### src/design/sfp_pkg.sv
// shared codes and characters of the serial frame parser
package sfp_pkg;

	// frame characters
	localparam logic [7:0] CH_U     = 8'h55;
	localparam logic [7:0] CH_N     = 8'h4E;
	localparam logic [7:0] CH_E     = 8'h45;
	localparam logic [7:0] CH_R     = 8'h52;
	localparam logic [7:0] CH_COLON = 8'h3A;

	// result kinds
	typedef enum logic [1:0] {
		KIND_PAYLOAD = 2'd0,
		KIND_GOOD    = 2'd1,
		KIND_BAD     = 2'd2
	} kind_t;

	// parse phases, one-hot
	typedef enum logic [6:0] {
		PH_START   = 7'b0000001,
		PH_HDR1    = 7'b0000010,
		PH_HDR2    = 7'b0000100,
		PH_HDR3    = 7'b0001000,
		PH_LENGTH  = 7'b0010000,
		PH_TOKEN   = 7'b0100000,
		PH_PAYLOAD = 7'b1000000
	} phase_t;

	// checksum seed of the fixed characters, length byte still to be mixed in
	localparam logic [7:0] HDR_XOR = CH_U ^ CH_N ^ CH_E ^ CH_R ^ CH_COLON;

endpackage

### src/design/serial_frame_parser_xor_check.sv
// serial frame parser: header, length, token, streamed payload, xor checksum
//
//  channel | signals                                      | request
//  --------+----------------------------------------------+----------------------------
//  rx      | rx_valid rx_ready rx_byte                    | one received byte
//  res     | res_valid res_ready out_kind out_index       | payload byte or frame
//          | out_byte frame_length                        | check result
//
// One byte per cycle unless a byte with a result finds the result slot full:
// a byte lands in the input register, then the phase logic and an xor update
// the parser and load the result register. Reset clears the parser to the
// start phase with no request pending. A stalled result holds only bytes that
// produce a result; bytes without one keep flowing while the result waits.
module serial_frame_parser_xor_check (
	input  logic                clk,
	input  logic                arst_n,
	input  logic                rx_valid,
	output logic                rx_ready,
	input  logic [7:0]          rx_byte,
	output logic                res_valid,
	input  logic                res_ready,
	output logic [1:0]          out_kind,
	output logic [6:0]          out_index,
	output logic [7:0]          out_byte,
	output logic [7:0]          frame_length
);
	import sfp_pkg::*;

	// input register
	logic       valid_s1;
	logic [7:0] byte_s1;

	// parser state
	phase_t     phase_q;
	logic [7:0] remain_q;
	logic [6:0] pos_q;
	logic [7:0] xor_q;
	logic [7:0] len_q;

	// result register
	logic       res_valid_q;
	kind_t      kind_q;
	logic [6:0] index_q;
	logic [7:0] obyte_q;
	logic [7:0] flen_q;

	// next values
	phase_t     phase_d;
	logic [7:0] remain_d;
	logic [6:0] pos_d;
	logic [7:0] xor_d;
	logic [7:0] len_d;
	logic       produce;
	kind_t      kind_d;
	logic [6:0] index_d;
	logic       in_payload_range;
	logic       advance;

	// remaining count between 2 and 127 as two's complement
	assign in_payload_range = !remain_q[7] && (remain_q[6:1] != 6'd0);

	// phase logic for the byte in the input register
	always_comb begin
		phase_d  = phase_q;
		remain_d = remain_q;
		pos_d    = pos_q;
		xor_d    = xor_q;
		len_d    = len_q;
		produce  = 1'b0;
		kind_d   = KIND_PAYLOAD;
		index_d  = 7'd0;
		unique case (phase_q)
			PH_HDR1: begin
				if (byte_s1 == CH_N) begin
					phase_d = PH_HDR2;
				end else if (byte_s1 == CH_U) begin
					phase_d = PH_HDR1;
					xor_d   = 8'd0;
				end else begin
					phase_d = PH_START;
				end
			end
			PH_HDR2: begin
				if (byte_s1 == CH_E) begin
					phase_d = PH_HDR3;
				end else if (byte_s1 == CH_U) begin
					phase_d = PH_HDR1;
					xor_d   = 8'd0;
				end else begin
					phase_d = PH_START;
				end
			end
			PH_HDR3: begin
				if (byte_s1 == CH_R) begin
					phase_d = PH_LENGTH;
				end else if (byte_s1 == CH_U) begin
					phase_d = PH_HDR1;
					xor_d   = 8'd0;
				end else begin
					phase_d = PH_START;
				end
			end
			PH_LENGTH: begin
				len_d    = byte_s1;
				remain_d = byte_s1;
				phase_d  = PH_TOKEN;
			end
			PH_TOKEN: begin
				if (byte_s1 == CH_COLON) begin
					phase_d = PH_PAYLOAD;
					xor_d   = HDR_XOR ^ len_q;
					pos_d   = 7'd1;
				end else if (byte_s1 == CH_U) begin
					phase_d = PH_HDR1;
					xor_d   = 8'd0;
				end else begin
					phase_d = PH_START;
				end
			end
			PH_PAYLOAD: begin
				produce  = 1'b1;
				remain_d = remain_q - 8'd1;
				if (in_payload_range) begin
					kind_d  = KIND_PAYLOAD;
					index_d = pos_q;
					xor_d   = xor_q ^ byte_s1;
					pos_d   = pos_q + 7'd1;
				end else begin
					kind_d = (xor_q == byte_s1) ? KIND_GOOD : KIND_BAD;
					// checksum byte also examined as a new start
					if (byte_s1 == CH_U) begin
						phase_d = PH_HDR1;
						xor_d   = 8'd0;
					end else begin
						phase_d = PH_START;
					end
				end
			end
			default: begin
				if (byte_s1 == CH_U) begin
					phase_d = PH_HDR1;
					xor_d   = 8'd0;
				end else begin
					phase_d = PH_START;
				end
			end
		endcase
	end

	// handshake: a byte moves on unless its result finds the slot full
	assign advance  = valid_s1 && (!produce || !res_valid_q || res_ready);
	assign rx_ready = !valid_s1 || advance;

	// input register
	always_ff @(posedge clk or negedge arst_n) begin
		if (!arst_n) begin
			valid_s1 <= 1'b0;
		end else if (rx_ready) begin
			valid_s1 <= rx_valid;
		end
	end

	always_ff @(posedge clk) begin
		if (rx_ready && rx_valid) begin
			byte_s1 <= rx_byte;
		end
	end

	// parser state
	always_ff @(posedge clk or negedge arst_n) begin
		if (!arst_n) begin
			phase_q  <= PH_START;
			remain_q <= 8'd0;
			pos_q    <= 7'd0;
			xor_q    <= 8'd0;
			len_q    <= 8'd0;
		end else if (advance) begin
			phase_q  <= phase_d;
			remain_q <= remain_d;
			pos_q    <= pos_d;
			xor_q    <= xor_d;
			len_q    <= len_d;
		end
	end

	// result valid
	always_ff @(posedge clk or negedge arst_n) begin
		if (!arst_n) begin
			res_valid_q <= 1'b0;
		end else if (advance && produce) begin
			res_valid_q <= 1'b1;
		end else if (res_ready) begin
			res_valid_q <= 1'b0;
		end
	end

	// result payload
	always_ff @(posedge clk) begin
		if (advance && produce) begin
			kind_q  <= kind_d;
			index_q <= index_d;
			obyte_q <= byte_s1;
			flen_q  <= len_q;
		end
	end

	assign res_valid    = res_valid_q;
	assign out_kind     = kind_q;
	assign out_index    = index_q;
	assign out_byte     = obyte_q;
	assign frame_length = flen_q;

endmodule

### config.mk
export PLATFORM = sky130hd
export DESIGN_NAME = serial_frame_parser_xor_check
export DESIGN_NICKNAME = d
export VERILOG_FILES = /design/src/design/sfp_pkg.sv /design/src/design/serial_frame_parser_xor_check.sv
export SDC_FILE = /design/constraint.sdc
export NUM_CORES = 1
export LEC_CHECK = 0
export ABC_CLOCK_PERIOD_IN_PS = 5400
export BUFFER_PORTS_ARGS = -buffer_cell sky130_fd_sc_hd__buf_2
export CAP_MARGIN = 20
export CORE_AREA = 2 2 123 65
export CTS_BUF_LIST = sky130_fd_sc_hd__clkbuf_8
export DETAILED_ROUTE_END_ITERATION = 7
export DIE_AREA = 0 0 125 67
export HOLD_SLACK_MARGIN = 0.1
export PLACE_DENSITY_LB_ADDON = 0.12
export REMOVE_ABC_BUFFERS = 1
export SYNTH_ARGS = -nofsm -noshare
export SYNTH_HDL_FRONTEND = slang
export SYNTH_SLANG_ARGS = --single-unit
### constraint.sdc
create_clock -name clk -period 5.4 [get_ports clk]
set_input_delay 0.27 -clock clk [delete_from_list [all_inputs] [get_ports clk]]
set_output_delay 0.27 -clock clk [all_outputs]
set_load 0.02 [all_outputs]
==> results by group, run 1 <==
Run status
  • Status: completed

Synthesis
  • Cell variety after synth: 53
  • Number of synthesized flops with an enable pin: 33
  • Mapped Cells: 325
  • Ys Warns: 0
  • Fraction of registers with async set/reset: between 50% and 60%
  • Seq/Total Area, Yosys: a little under 60%
  • Total of flip-flops plus latches after synthesis: 73
  • Top cells by count, synth: sky130_fd_sc_hd__nand2_1 (42), sky130_fd_sc_hd__dfrtp_1 (39), sky130_fd_sc_hd__edfxtp_1 (33)
  • Synth top area share: between 20% and 30%
  • Post-Synthesis Cell Area: roughly 3500 sq um
  • Mean area per synthesized cell: 10.6 sq um
  • Largest area contributor in the netlist: sky130_fd_sc_hd__edfxtp_1
  • Most frequent cell after synthesis: sky130_fd_sc_hd__nand2_1
  • Most frequently used flop master after synthesis: sky130_fd_sc_hd__dfrtp_1
  • Largest cells by area after synthesis: sky130_fd_sc_hd__edfxtp_1 (29%), sky130_fd_sc_hd__dfrtp_1 (28%), sky130_fd_sc_hd__nand2_1 (4.6%)

Setup path
  • Largest fanout on the critical path: 12
  • Critical path data arrival time: about 2.9 ns
  • Largest stage delay on the critical path: approximately 0.6 ns
  • Crit Path Class: reg -> reg
  • Flop-to-flop setup slack: about 2.8 ns
  • WP data required: between 5 and 6 ns
  • Critical Path Sink Type: flip-flop
  • Cells along the critical path: nor3_1, a21oi_1, o21ai_0, nand2_1, nor2_1, nor2_1
  • Most used cell along the critical path: sky130_fd_sc_hd__nor2_1
  • Category of the worst setup path launch point: flip-flop
  • Max stage delay cell, worst path: sky130_fd_sc_hd__nor3_1

Detailed routing
  • Drt first-iter violations: 282
  • Total DRC errors in the routed layout: 0
  • Number of search-and-repair iterations in the first detailed-routing pass: 4
  • DRT antenna net count: 0
  • Wire length after detailed routing: ~8000 um
  • Detail-routed via count per cell: between 5 and 6
  • Wirelength per Cell: between 15 and 20 um
  • Vias: roughly 2,600

Floorplan
  • I/O pin count: 39
  • Number of cell rows: 22
  • Die span in x: between 100 and 150 um
  • Die area: around 8400 sq um
  • Effective utilization at floorplan: 47.8%
  • Chip height: roughly 67 um
  • Placeable core region: approximately 7200 sq um

Clock tree
  • CTS Hold Bufs: 9
  • Register clock-pin slew on the reported worst setup and hold paths: 0.07 ns
  • Post-CTS setup buffer count: 0
  • CTS max path bufs: 2
  • Total CTS buffers: 9
  • CTS sink count: 73
  • Resize count post-CTS: 0
  • CTS H-Tree Depth: 3
  • Clock tree from TritonCTS: done
  • Clock latency on the worst-skew pair: roughly 0.36 ns
  • Root buffer selected by CTS: sky130_fd_sc_hd__clkbuf_8

Cells and area
  • Register area: between 1500 and 2000 sq um
  • N_diodes: 0
  • Area of combinational cells with multiple inputs: about 1400 sq um
  • Ratio of cells with drive above 1 in the final layout: 18.3%
  • Fillers: 638
  • Final core utilization: a little under three fifths
  • Layout overhead on the synthesized area: 16.3%
  • Number of nets in the layout: 387

Pwr
  • IR Drop Worst-Case VDD: around 170 uV
  • Switching share of power: 21.8%
  • Clock network power share: roughly two fifths
  • Proportion of power drawn by flip-flops and latches: 55.0%
  • Power per standard cell area: between 200 and 300 nW/um^2
  • Internal power: 859 uW
  • Combinational cell fraction of total power: 3.4%
  • Net switching power: 239 uW
  • Reported leakage power: ~0.0015 uW

Global route
  • Initial antenna violation count: 0
  • Total congestion overflow: 0
  • Met3 GRT Util: 6.10%
  • Most crowded layer after global routing: met2
  • Overall fraction of global-route tracks in use: a little over a fifth
  • Via count of the first global-routing pass: ~2,600
  • Global Route met2 Usage: approximately a third
  • Global-route wire length before repair: ~13,000 um
  • Pin count of the biggest net entering global routing: 41
  • GR met1 Demand/Resource: between 20 and 30%

STA
  • Crit share post-route: around half
  • Crit path time final: 2.63 ns
  • Relative slew slack: 37.6%
  • Max Clk Rate: ~380 MHz
  • Fin. Hold Viols: 0
  • Setup tns final: 0 ns
  • Total setup violations reported at the end of the flow: 0
  • Setup repair after global routing missed its margin: false
  • Worst setup skew after layout: slightly above 0.01 ns
  • Count of final max-slew check failures: 0
  • Slew @ Worst Pin: between 0.9 and 1 ns
  • Worst hold margin: 0.114 ns

Job
  • Count of maximum capacitance violations: 0

Worst hold path
  • Min-Delay Path Class: in -> reg

Place
  • Post-DP HPWL: 5720 um
  • Routability-driven placement congestion ratio: just over 0.9
  • Number of port buffers: 38
## worst max-delay path, delay by kind of cell, from the launching register on
family           cells  cell delay, ns
AO/OA/AOI/OAI        2            0.59
AND/OR/NAND/NOR      4            1.48
flip-flops           1            0.43
## sequential cells by signal, summed over array words and instances (netlist names), 2 cells and up
| register | flops |
|---|---|
| out_kind | 2 |
| frame_length | 8 |
| phase_q | 7 |
| out_index | 7 |
| byte_s1 | 8 |
| pos_q | 7 |
| len_q | 8 |
| out_byte | 8 |
| remain_q | 8 |
| xor_q | 8 |
## stage by stage
step | worst slack, ns | instances | total power (uW) | cell area, sq um
global placement | 2.88 | 449 | 647 | 3710
CTS | 2.80 | 474 | 1110 | 4010
global route | 2.56 | 474 | 1150 | 4010
finish | 2.77 | 474 | 1100 | 4010
floorplan | 2.54 | 314 | 624 | 3390
detailed placement | 2.80 | 449 | 648 | 3710
## power groups by stage
stage	Combinational (uW)	Clock, uW	Sequential, uW
after global placement	33.0	0	614
after floorplan	18.2	0	606
after CTS	38.4	466	603
after detailed placement	33.6	0	615
after global routing	42.6	500	605
final	37.9	457	603
## path summary, 6_finish.rpt
kind / start / endpoint / depth (start not counted)
min reg2reg: len_q[5] / frame_length[5] / 0
max: remain_q[4] / pos_q[2] / 6
max in group asynchronous: arst_n / pos_q[4] / 2
min: rx_valid / valid_s1 / 2
max reg2reg: remain_q[4] / pos_q[2] / 6
min in group asynchronous: arst_n / remain_q[4] / 2
## cells in the final DEF (no fill, tap or decap), drive strengths merged, types with 10 or more instances in the layout
master,Yosys,routed
a21oi,11,11
buf,6,39
dfrtp,39,39
edfxtp,33,33
inv,10,12
nand2,42,42
nor2,34,34
nor2b,10,10
nor3,10,10
o21ai,36,36
## cell families (layout without fill, tap and decap cells)
logic type	Yosys count	after routing	synth area share, %
buf+inv	21	74	2.86
fa+ha+maj	2	2	0.725
xor+xnor	7	7	1.78
flops	73	73	57.8
simple gates	148	148	22.6
mux	1	1	0.290
compound gates	73	73	14.0
## layer usage
layer	part of all wire [%]	wire length [um]
met1	49	3910
met2	43	3410
met3	7.3	580
met4	1.2	96
met5	0	0
## cell type report
class | count | area share (%)
clock inverters | 7 | 2.21
flip-flops and latches | 73 | 49.7
multi-input cells | 231 | 33.9
well taps | 96 | 2.99
clock buffers | 9 | 3.09
repair buffers | 48 | 7.17
inverters | 10 | 0.935
(Power assumes the default switching activity.)
==> run 2, diff against run 1 <==
--- a/config.mk
+++ b/config.mk
@@ -5,7 +5,7 @@
 export SDC_FILE = /design/constraint.sdc
 export NUM_CORES = 1
 export LEC_CHECK = 0
-export ABC_CLOCK_PERIOD_IN_PS = 5400
+export ABC_CLOCK_PERIOD_IN_PS = 2200
 export BUFFER_PORTS_ARGS = -buffer_cell sky130_fd_sc_hd__buf_2
 export CAP_MARGIN = 20
 export CORE_AREA = 2 2 123 65
==> constraint.sdc (replaced) <==
create_clock -name clk -period 2.2 [get_ports clk]
set_input_delay 0.11 -clock clk [delete_from_list [all_inputs] [get_ports clk]]
set_output_delay 0.11 -clock clk [all_outputs]
set_load 0.02 [all_outputs]
==> results by group, run 2 (synthesized netlist as in run 1, its figures left out) <==
Pwr
  • Switching share of power: 22.4%
  • Clock network power share: 38.2%
  • Combinational cell fraction of total power: 5.7%
  • IR Drop Worst-Case VDD: 450 uV
  • Net switching power: slightly below 600 uW
  • Pwr Total: ~2600 uW
  • Power per standard cell area: 603 nW/um^2
  • Internal power: 2010 uW
  • Reported leakage power: ~0.0017 uW
  • Proportion of power drawn by flip-flops and latches: ~56%

Global route
  • Overall fraction of global-route tracks in use: between 20% and 30%
  • Via count of the first global-routing pass: about 2,600
  • Total congestion overflow: 0
  • Initial antenna violation count: 0
  • Pin count of the biggest net entering global routing: between 40 and 50
  • Global-route wire length before repair: approximately 13,000 um

Place
  • Post-DP HPWL: approximately 6100 um
  • Placed Instance Area: approximately 4000 sq um
  • Number of port buffers: 38
  • Worst setup slack after placement: slightly above 0.08 ns
  • Routability-driven placement congestion ratio: roughly 0.89

Clock tree
  • CTS max path bufs: 2
  • CTS sink count: 73
  • CTS H-Tree Depth: 3
  • Register clock-pin slew on the reported worst setup and hold paths: about 0.07 ns
  • Clock latency on the worst-skew pair: around 0.36 ns
  • Root buffer selected by CTS: sky130_fd_sc_hd__clkbuf_8
  • Total CTS buffers: 9
  • Clock tree from TritonCTS: done

Worst hold path
  • Min-Delay Path Class: in -> reg

STA
  • Relative slew slack: a little under two fifths
  • Slew @ Worst Pin: about 0.94 ns
  • Fin. Hold Viols: 0
  • Worst setup slack after layout: between 0.09 and 0.1 ns
  • Crit path time final: 2.11 ns
  • Crit share post-route: ~96%
  • Total setup violations reported at the end of the flow: 0
  • Max Clk Rate: 475 MHz
  • Worst hold margin: approximately 0.17 ns
  • Count of final max-slew check failures: 0
  • Worst setup skew after layout: about 0.0098 ns

Detailed routing
  • Drt first-iter violations: between 200 and 300
  • Number of search-and-repair iterations in the first detailed-routing pass: 5
  • Wirelength per Cell: 16.2 um
  • Detail-routed via count per cell: 5.48
  • Vias: approximately 2,800
  • Wire length after detailed routing: approximately 8000 um
  • Total DRC errors in the routed layout: 0
  • DRT antenna net count: 0

Setup path
  • WP data required: 2.09 ns
  • Crit Path Class: reg -> out
  • Critical path data arrival time: 2.00 ns
  • Critical Path Sink Type: output pin
  • Category of the worst setup path launch point: flip-flop
  • Largest fanout on the critical path: 7

Cells and area
  • Layout overhead on the synthesized area: 24.7%
  • Area of combinational cells with multiple inputs: 1400 sq um
  • Register area: between 1500 and 2000 sq um
  • N_diodes: 0
  • Leading cell type in the layout, fill and taps excluded: sky130_fd_sc_hd__nand2_1
  • Number of nets in the layout: roughly 420
  • Top library cells by usage in the layout, fill and taps aside: sky130_fd_sc_hd__nand2_1 (42), sky130_fd_sc_hd__dfrtp_1 (39), sky130_fd_sc_hd__buf_2 (38)
  • Fillers: about 630
  • Ratio of cells with drive above 1 in the final layout: about a quarter
  • Final core utilization: around 60%
  • Final std cell area, no fill: 4300 sq um

Floorplan
  • I/O pin count: 39
  • Number of cell rows: 22
  • Chip height: around 67 um
  • Placeable core region: roughly 7000 sq um
  • Effective utilization at floorplan: between 40% and 50%
  • Die span in x: between 100 and 150 um
  • Die area: about 8400 sq um

Run status
  • Status: completed

Job
  • Count of maximum capacitance violations: 0
[run 2: changes by cell type in the layout (fill, tap and decap cells not counted), moves of 2 or more]
cell	change
sky130_fd_sc_hd__nor2_2	-2
sky130_fd_sc_hd__nor2_4	+2
sky130_fd_sc_hd__buf_12	+2
sky130_fd_sc_hd__buf_4	+31
[run 2: power by group through the flow]
stage / clock network (uW) / logic [uW] / registers [uW]
floorplan: 0 / 44.6 / 1490
global placement: 0 / 130 / 1480
detailed placement: 0 / 130 / 1480
CTS: 1020 / 144 / 1450
global route: 1090 / 161 / 1460
finish: 991 / 148 / 1450
[run 2: path summary, 6_finish.rpt]
check	startpoint	to	slack, ns	cells past startpoint
max in group asynchronous	arst_n	pos_q[5]	1.17	2
min reg2reg	len_q[5]	frame_length[5]	0.48	0
min in group asynchronous	arst_n	valid_s1	0.44	2
max reg2reg	phase_q[1]	pos_q[5]	0.09	7
max	phase_q[1]	rx_ready	0.09	4
min	res_ready	res_valid	0.17	3
[run 2: layer usage]
layer | GRT usage [%] | vias to the layer above | share of wire (%)
li1 | - | 1335 | -
met1 | 30.6 | 1346 | 50
met2 | 30.9 | 96 | 43
met3 | 7.15 | 8 | 6.2
met4 | 7.22 | 0 | 0.92
met5 | 0 | - | 0
[run 2: layout make-up]
type / count / area share [%]
clock buffer: 9 / 2.88
clock inverter: 7 / 1.48
inverter: 10 / 0.872
multi-input combinational: 231 / 32.4
sequential: 73 / 46.3
tap: 96 / 2.79
timing repair buffer: 82 / 13.3
[run 2: metrics by stage]
| step | setup TNS, ns | std cells |
|---|---|---|
| 2_1_floorplan | -16.70 | 314 |
| 3_3_place_gp | 0 | 481 |
| 3_5_place_dp | 0 | 481 |
| 4_1_cts | 0 | 507 |
| 5_1_grt | -0.00897 | 508 |
| 6_report | 0 | 508 |
[run 2: worst max-delay path, cell delays in order, from the launching register on]
cell	delay [ns]
sky130_fd_sc_hd__dfrtp_1	0.39
sky130_fd_sc_hd__or4b_4	0.60
sky130_fd_sc_hd__nor2_4	0.20
sky130_fd_sc_hd__nand3_1	0.20
sky130_fd_sc_hd__buf_2	0.24
[run 2: what timing repair did]
action                                  in CTS  in global routing
buffers inserted                             0                  1
gates resized for setup                      0                  7
hold buffers                                10                  0
endpoints found under the setup margin       0                 30
endpoints found under the hold margin       48                  0
==> run 3, diff against run 2 <==
--- a/config.mk
+++ b/config.mk
@@ -5,15 +5,16 @@
 export SDC_FILE = /design/constraint.sdc
 export NUM_CORES = 1
 export LEC_CHECK = 0
+export ABC_AREA = 1
 export ABC_CLOCK_PERIOD_IN_PS = 2200
 export BUFFER_PORTS_ARGS = -buffer_cell sky130_fd_sc_hd__buf_2
 export CAP_MARGIN = 20
-export CORE_AREA = 2 2 123 65
+export CORE_AREA = 2 2 126 67
 export CTS_BUF_LIST = sky130_fd_sc_hd__clkbuf_8
 export DETAILED_ROUTE_END_ITERATION = 7
-export DIE_AREA = 0 0 125 67
+export DIE_AREA = 0 0 128 69
 export HOLD_SLACK_MARGIN = 0.1
-export PLACE_DENSITY_LB_ADDON = 0.12
+export PLACE_DENSITY = 0.68
 export REMOVE_ABC_BUFFERS = 1
 export SYNTH_ARGS = -nofsm -noshare
 export SYNTH_HDL_FRONTEND = slang
==> results by group, run 3 <==
Run status
  • Status: completed

Detailed routing
  • Detail-routed via count per cell: a little over 5
  • Number of search-and-repair iterations in the first detailed-routing pass: 5
  • Drt first-iter violations: between 300 and 400
  • Vias: around 2,800
  • Total DRC errors in the routed layout: 0
  • DRT antenna net count: 0
  • Wire length after detailed routing: 8290 um
  • Wirelength per Cell: around 15 um

Floorplan
  • Chip height: 69 um
  • Die span in x: ~130 um
  • Die area: 8830 sq um
  • Effective utilization at floorplan: between 40 and 50%
  • Number of cell rows: 23
  • Placeable core region: approximately 7700 sq um
  • I/O pin count: 39

Cells and area
  • Leading cell type in the layout, fill and taps excluded: sky130_fd_sc_hd__nand2_1
  • N_diodes: 0
  • Register area: between 1500 and 2000 sq um
  • Area of combinational cells with multiple inputs: 1370 sq um
  • Ratio of cells with drive above 1 in the final layout: 21.2%
  • Fillers: 704
  • Number of nets in the layout: between 400 and 500
  • Layout overhead on the synthesized area: 17.1%
  • Top library cells by usage in the layout, fill and taps aside: sky130_fd_sc_hd__nand2_1 (114), sky130_fd_sc_hd__nor2_1 (43), sky130_fd_sc_hd__dfrtp_1 (39)
  • Final std cell area, no fill: between 4000 and 5000 sq um

STA
  • Relative slew slack: a little over two thirds
  • Worst setup skew after layout: between 0.007 and 0.008 ns
  • Setup repair after global routing missed its margin: false
  • Total setup violations reported at the end of the flow: 0
  • Max Clk Rate: around 520 MHz
  • Fin. Hold Viols: 0
  • Crit path time final: 1.93 ns
  • Crit share post-route: around 88%
  • Setup tns final: 0 ns
  • Worst hold margin: between 0.15 and 0.2 ns
  • Slew @ Worst Pin: around 0.44 ns
  • Count of final max-slew check failures: 0

Setup path
  • Max stage delay cell, worst path: sky130_fd_sc_hd__dfrtp_1
  • Cells along the critical path: inv_1, nand3_2, nor2_8, buf_4, nand3_2, buf_2
  • Critical path data arrival time: ~1.8 ns
  • Total buffers and inverters traversed by the critical path: 3
  • Largest stage delay on the critical path: between 0.4 and 0.5 ns
  • Crit Path Class: reg -> out
  • Largest fanout on the critical path: 15
  • Category of the worst setup path launch point: flip-flop
  • Kind of cell with the highest combined delay on the critical path: buffers and inverters
  • Flop-to-flop setup slack: approximately 0.30 ns
  • WP data required: between 2 and 2.5 ns
  • Critical Path Sink Type: output pin
  • Most used cell along the critical path: sky130_fd_sc_hd__nand3_2

Clock tree
  • CTS H-Tree Depth: 3
  • CTS max path bufs: 2
  • Clock tree from TritonCTS: done
  • Register clock-pin slew on the reported worst setup and hold paths: 0.08 ns
  • Total CTS buffers: 9
  • Root buffer selected by CTS: sky130_fd_sc_hd__clkbuf_8
  • CTS sink count: between 70 and 80
  • Clock latency on the worst-skew pair: approximately 0.37 ns

Synthesis
  • Cell variety after synth: 34
  • Mean area per synthesized cell: roughly 9.3 sq um
  • Seq/Total Area, Yosys: 55.7%
  • Most frequent cell after synthesis: sky130_fd_sc_hd__nand2_1
  • Total of flip-flops plus latches after synthesis: 73
  • Top cells by count, synth: sky130_fd_sc_hd__nand2_1 (114), sky130_fd_sc_hd__nor2_1 (43), sky130_fd_sc_hd__dfrtp_1 (39)
  • Fraction of registers with async set/reset: roughly 55%
  • Synth top area share: 27.7%
  • Mapped Cells: 384
  • Number of synthesized flops with an enable pin: 33
  • Post-Synthesis Cell Area: roughly 3600 sq um
  • Largest area contributor in the netlist: sky130_fd_sc_hd__edfxtp_1
  • Most frequently used flop master after synthesis: sky130_fd_sc_hd__dfrtp_1
  • Ys Warns: 0
  • Largest cells by area after synthesis: sky130_fd_sc_hd__edfxtp_1 (28%), sky130_fd_sc_hd__dfrtp_1 (27%), sky130_fd_sc_hd__nand2_1 (12%)

Place
  • Post-DP HPWL: 6060 um
  • Number of port buffers: 38
  • Routability-driven placement congestion ratio: 0.915
  • Placed Instance Area: around 3900 sq um

Pwr
  • IR Drop Worst-Case VDD: between 400 and 500 uV
  • Power per standard cell area: around 610 nW/um^2
  • Reported leakage power: around 0.0020 uW

Global route
  • Initial antenna violation count: 0
  • Overall fraction of global-route tracks in use: between 20% and 30%
  • Global-route wire length before repair: ~14,000 um
  • Total congestion overflow: 0
  • Pin count of the biggest net entering global routing: roughly 40
  • Via count of the first global-routing pass: ~2,600

Worst hold path
  • Min-Delay Path Class: in -> async

Job
  • Count of maximum capacitance violations: 0
-- run 3: what timing repair did --
item	CTS	global route
hold buffers	11	0
setup buffers	0	0
resized for setup	0	0
hold endpoints to repair	49	0
-- run 3: worst paths after layout --
check | startpoint | to | depth (start not counted)
setup / recovery | phase_q[4] | rx_ready | 6
hold / removal | arst_n | pos_q[2] | 2
setup reg to reg | phase_q[4] | remain_q[3] | 8
hold reg to reg | remain_q[7] | remain_q[7] | 2
max in group asynchronous | arst_n | phase_q[0] | 3
min in group clk | rx_byte[0] | byte_s1[0] | 2
-- run 3: where the power goes --
part           switching (uW)  internal (uW)
sequential               25.6           1440
clock                     535            405
combinational            88.3           57.0
-- run 3: area by class of cell --
type	count	area share, %
flip-flops and latches	73	47.6
multi-input cells	264	32.6
repair buffers	57	9.21
inverters	39	3.50
well taps	100	2.99
clock buffers	9	2.96
clock inverters	7	1.11
-- run 3: cells by family after synthesis --
kind of cell               after synthesis  share of synthesized area (%)
buffers and inverters                   47                           6.05
xor gates and xnor gates                15                           3.67
and+or+nand+nor                        199                           25.5
DFF                                     73                           55.7
AOI/OAI and AO/OA                       48                           8.33
adders and majority gates                2                          0.700
-- run 3: metal layers --
| metal | vias up | routed length, um | global-route usage [%] |
|---|---|---|---|
| met5 | - | 0 | 0 |
| met4 | 0 | 117 | 6.35 |
| met3 | 10 | 770 | 6.83 |
| met2 | 115 | 3280 | 27.2 |
| met1 | 1297 | 4120 | 31.5 |
| li1 | 1361 | - | - |
-- run 3: through the flow --
step | setup slack (ns) | cells | power (uW) | utilization [%]
6_report | 0.274 | 549 | 2550 | 54.3
3_3_place_gp | 0.381 | 521 | 1620 | 50.4
3_5_place_dp | 0.304 | 521 | 1620 | 50.4
2_1_floorplan | 0.227 | 376 | 1550 | -
4_1_cts | 0.246 | 548 | 2570 | 54.0
5_1_grt | 0.104 | 549 | 2650 | 54.3
-- run 3: worst register-to-register path: cells and delay by family (launching register included) --
kind                   cells  cell delay, ns
flip-flops                 1            0.41
AND/OR/NAND/NOR            5            1.07
AO/OA/AOI/OAI              2            0.19
buffers and inverters      1            0.11
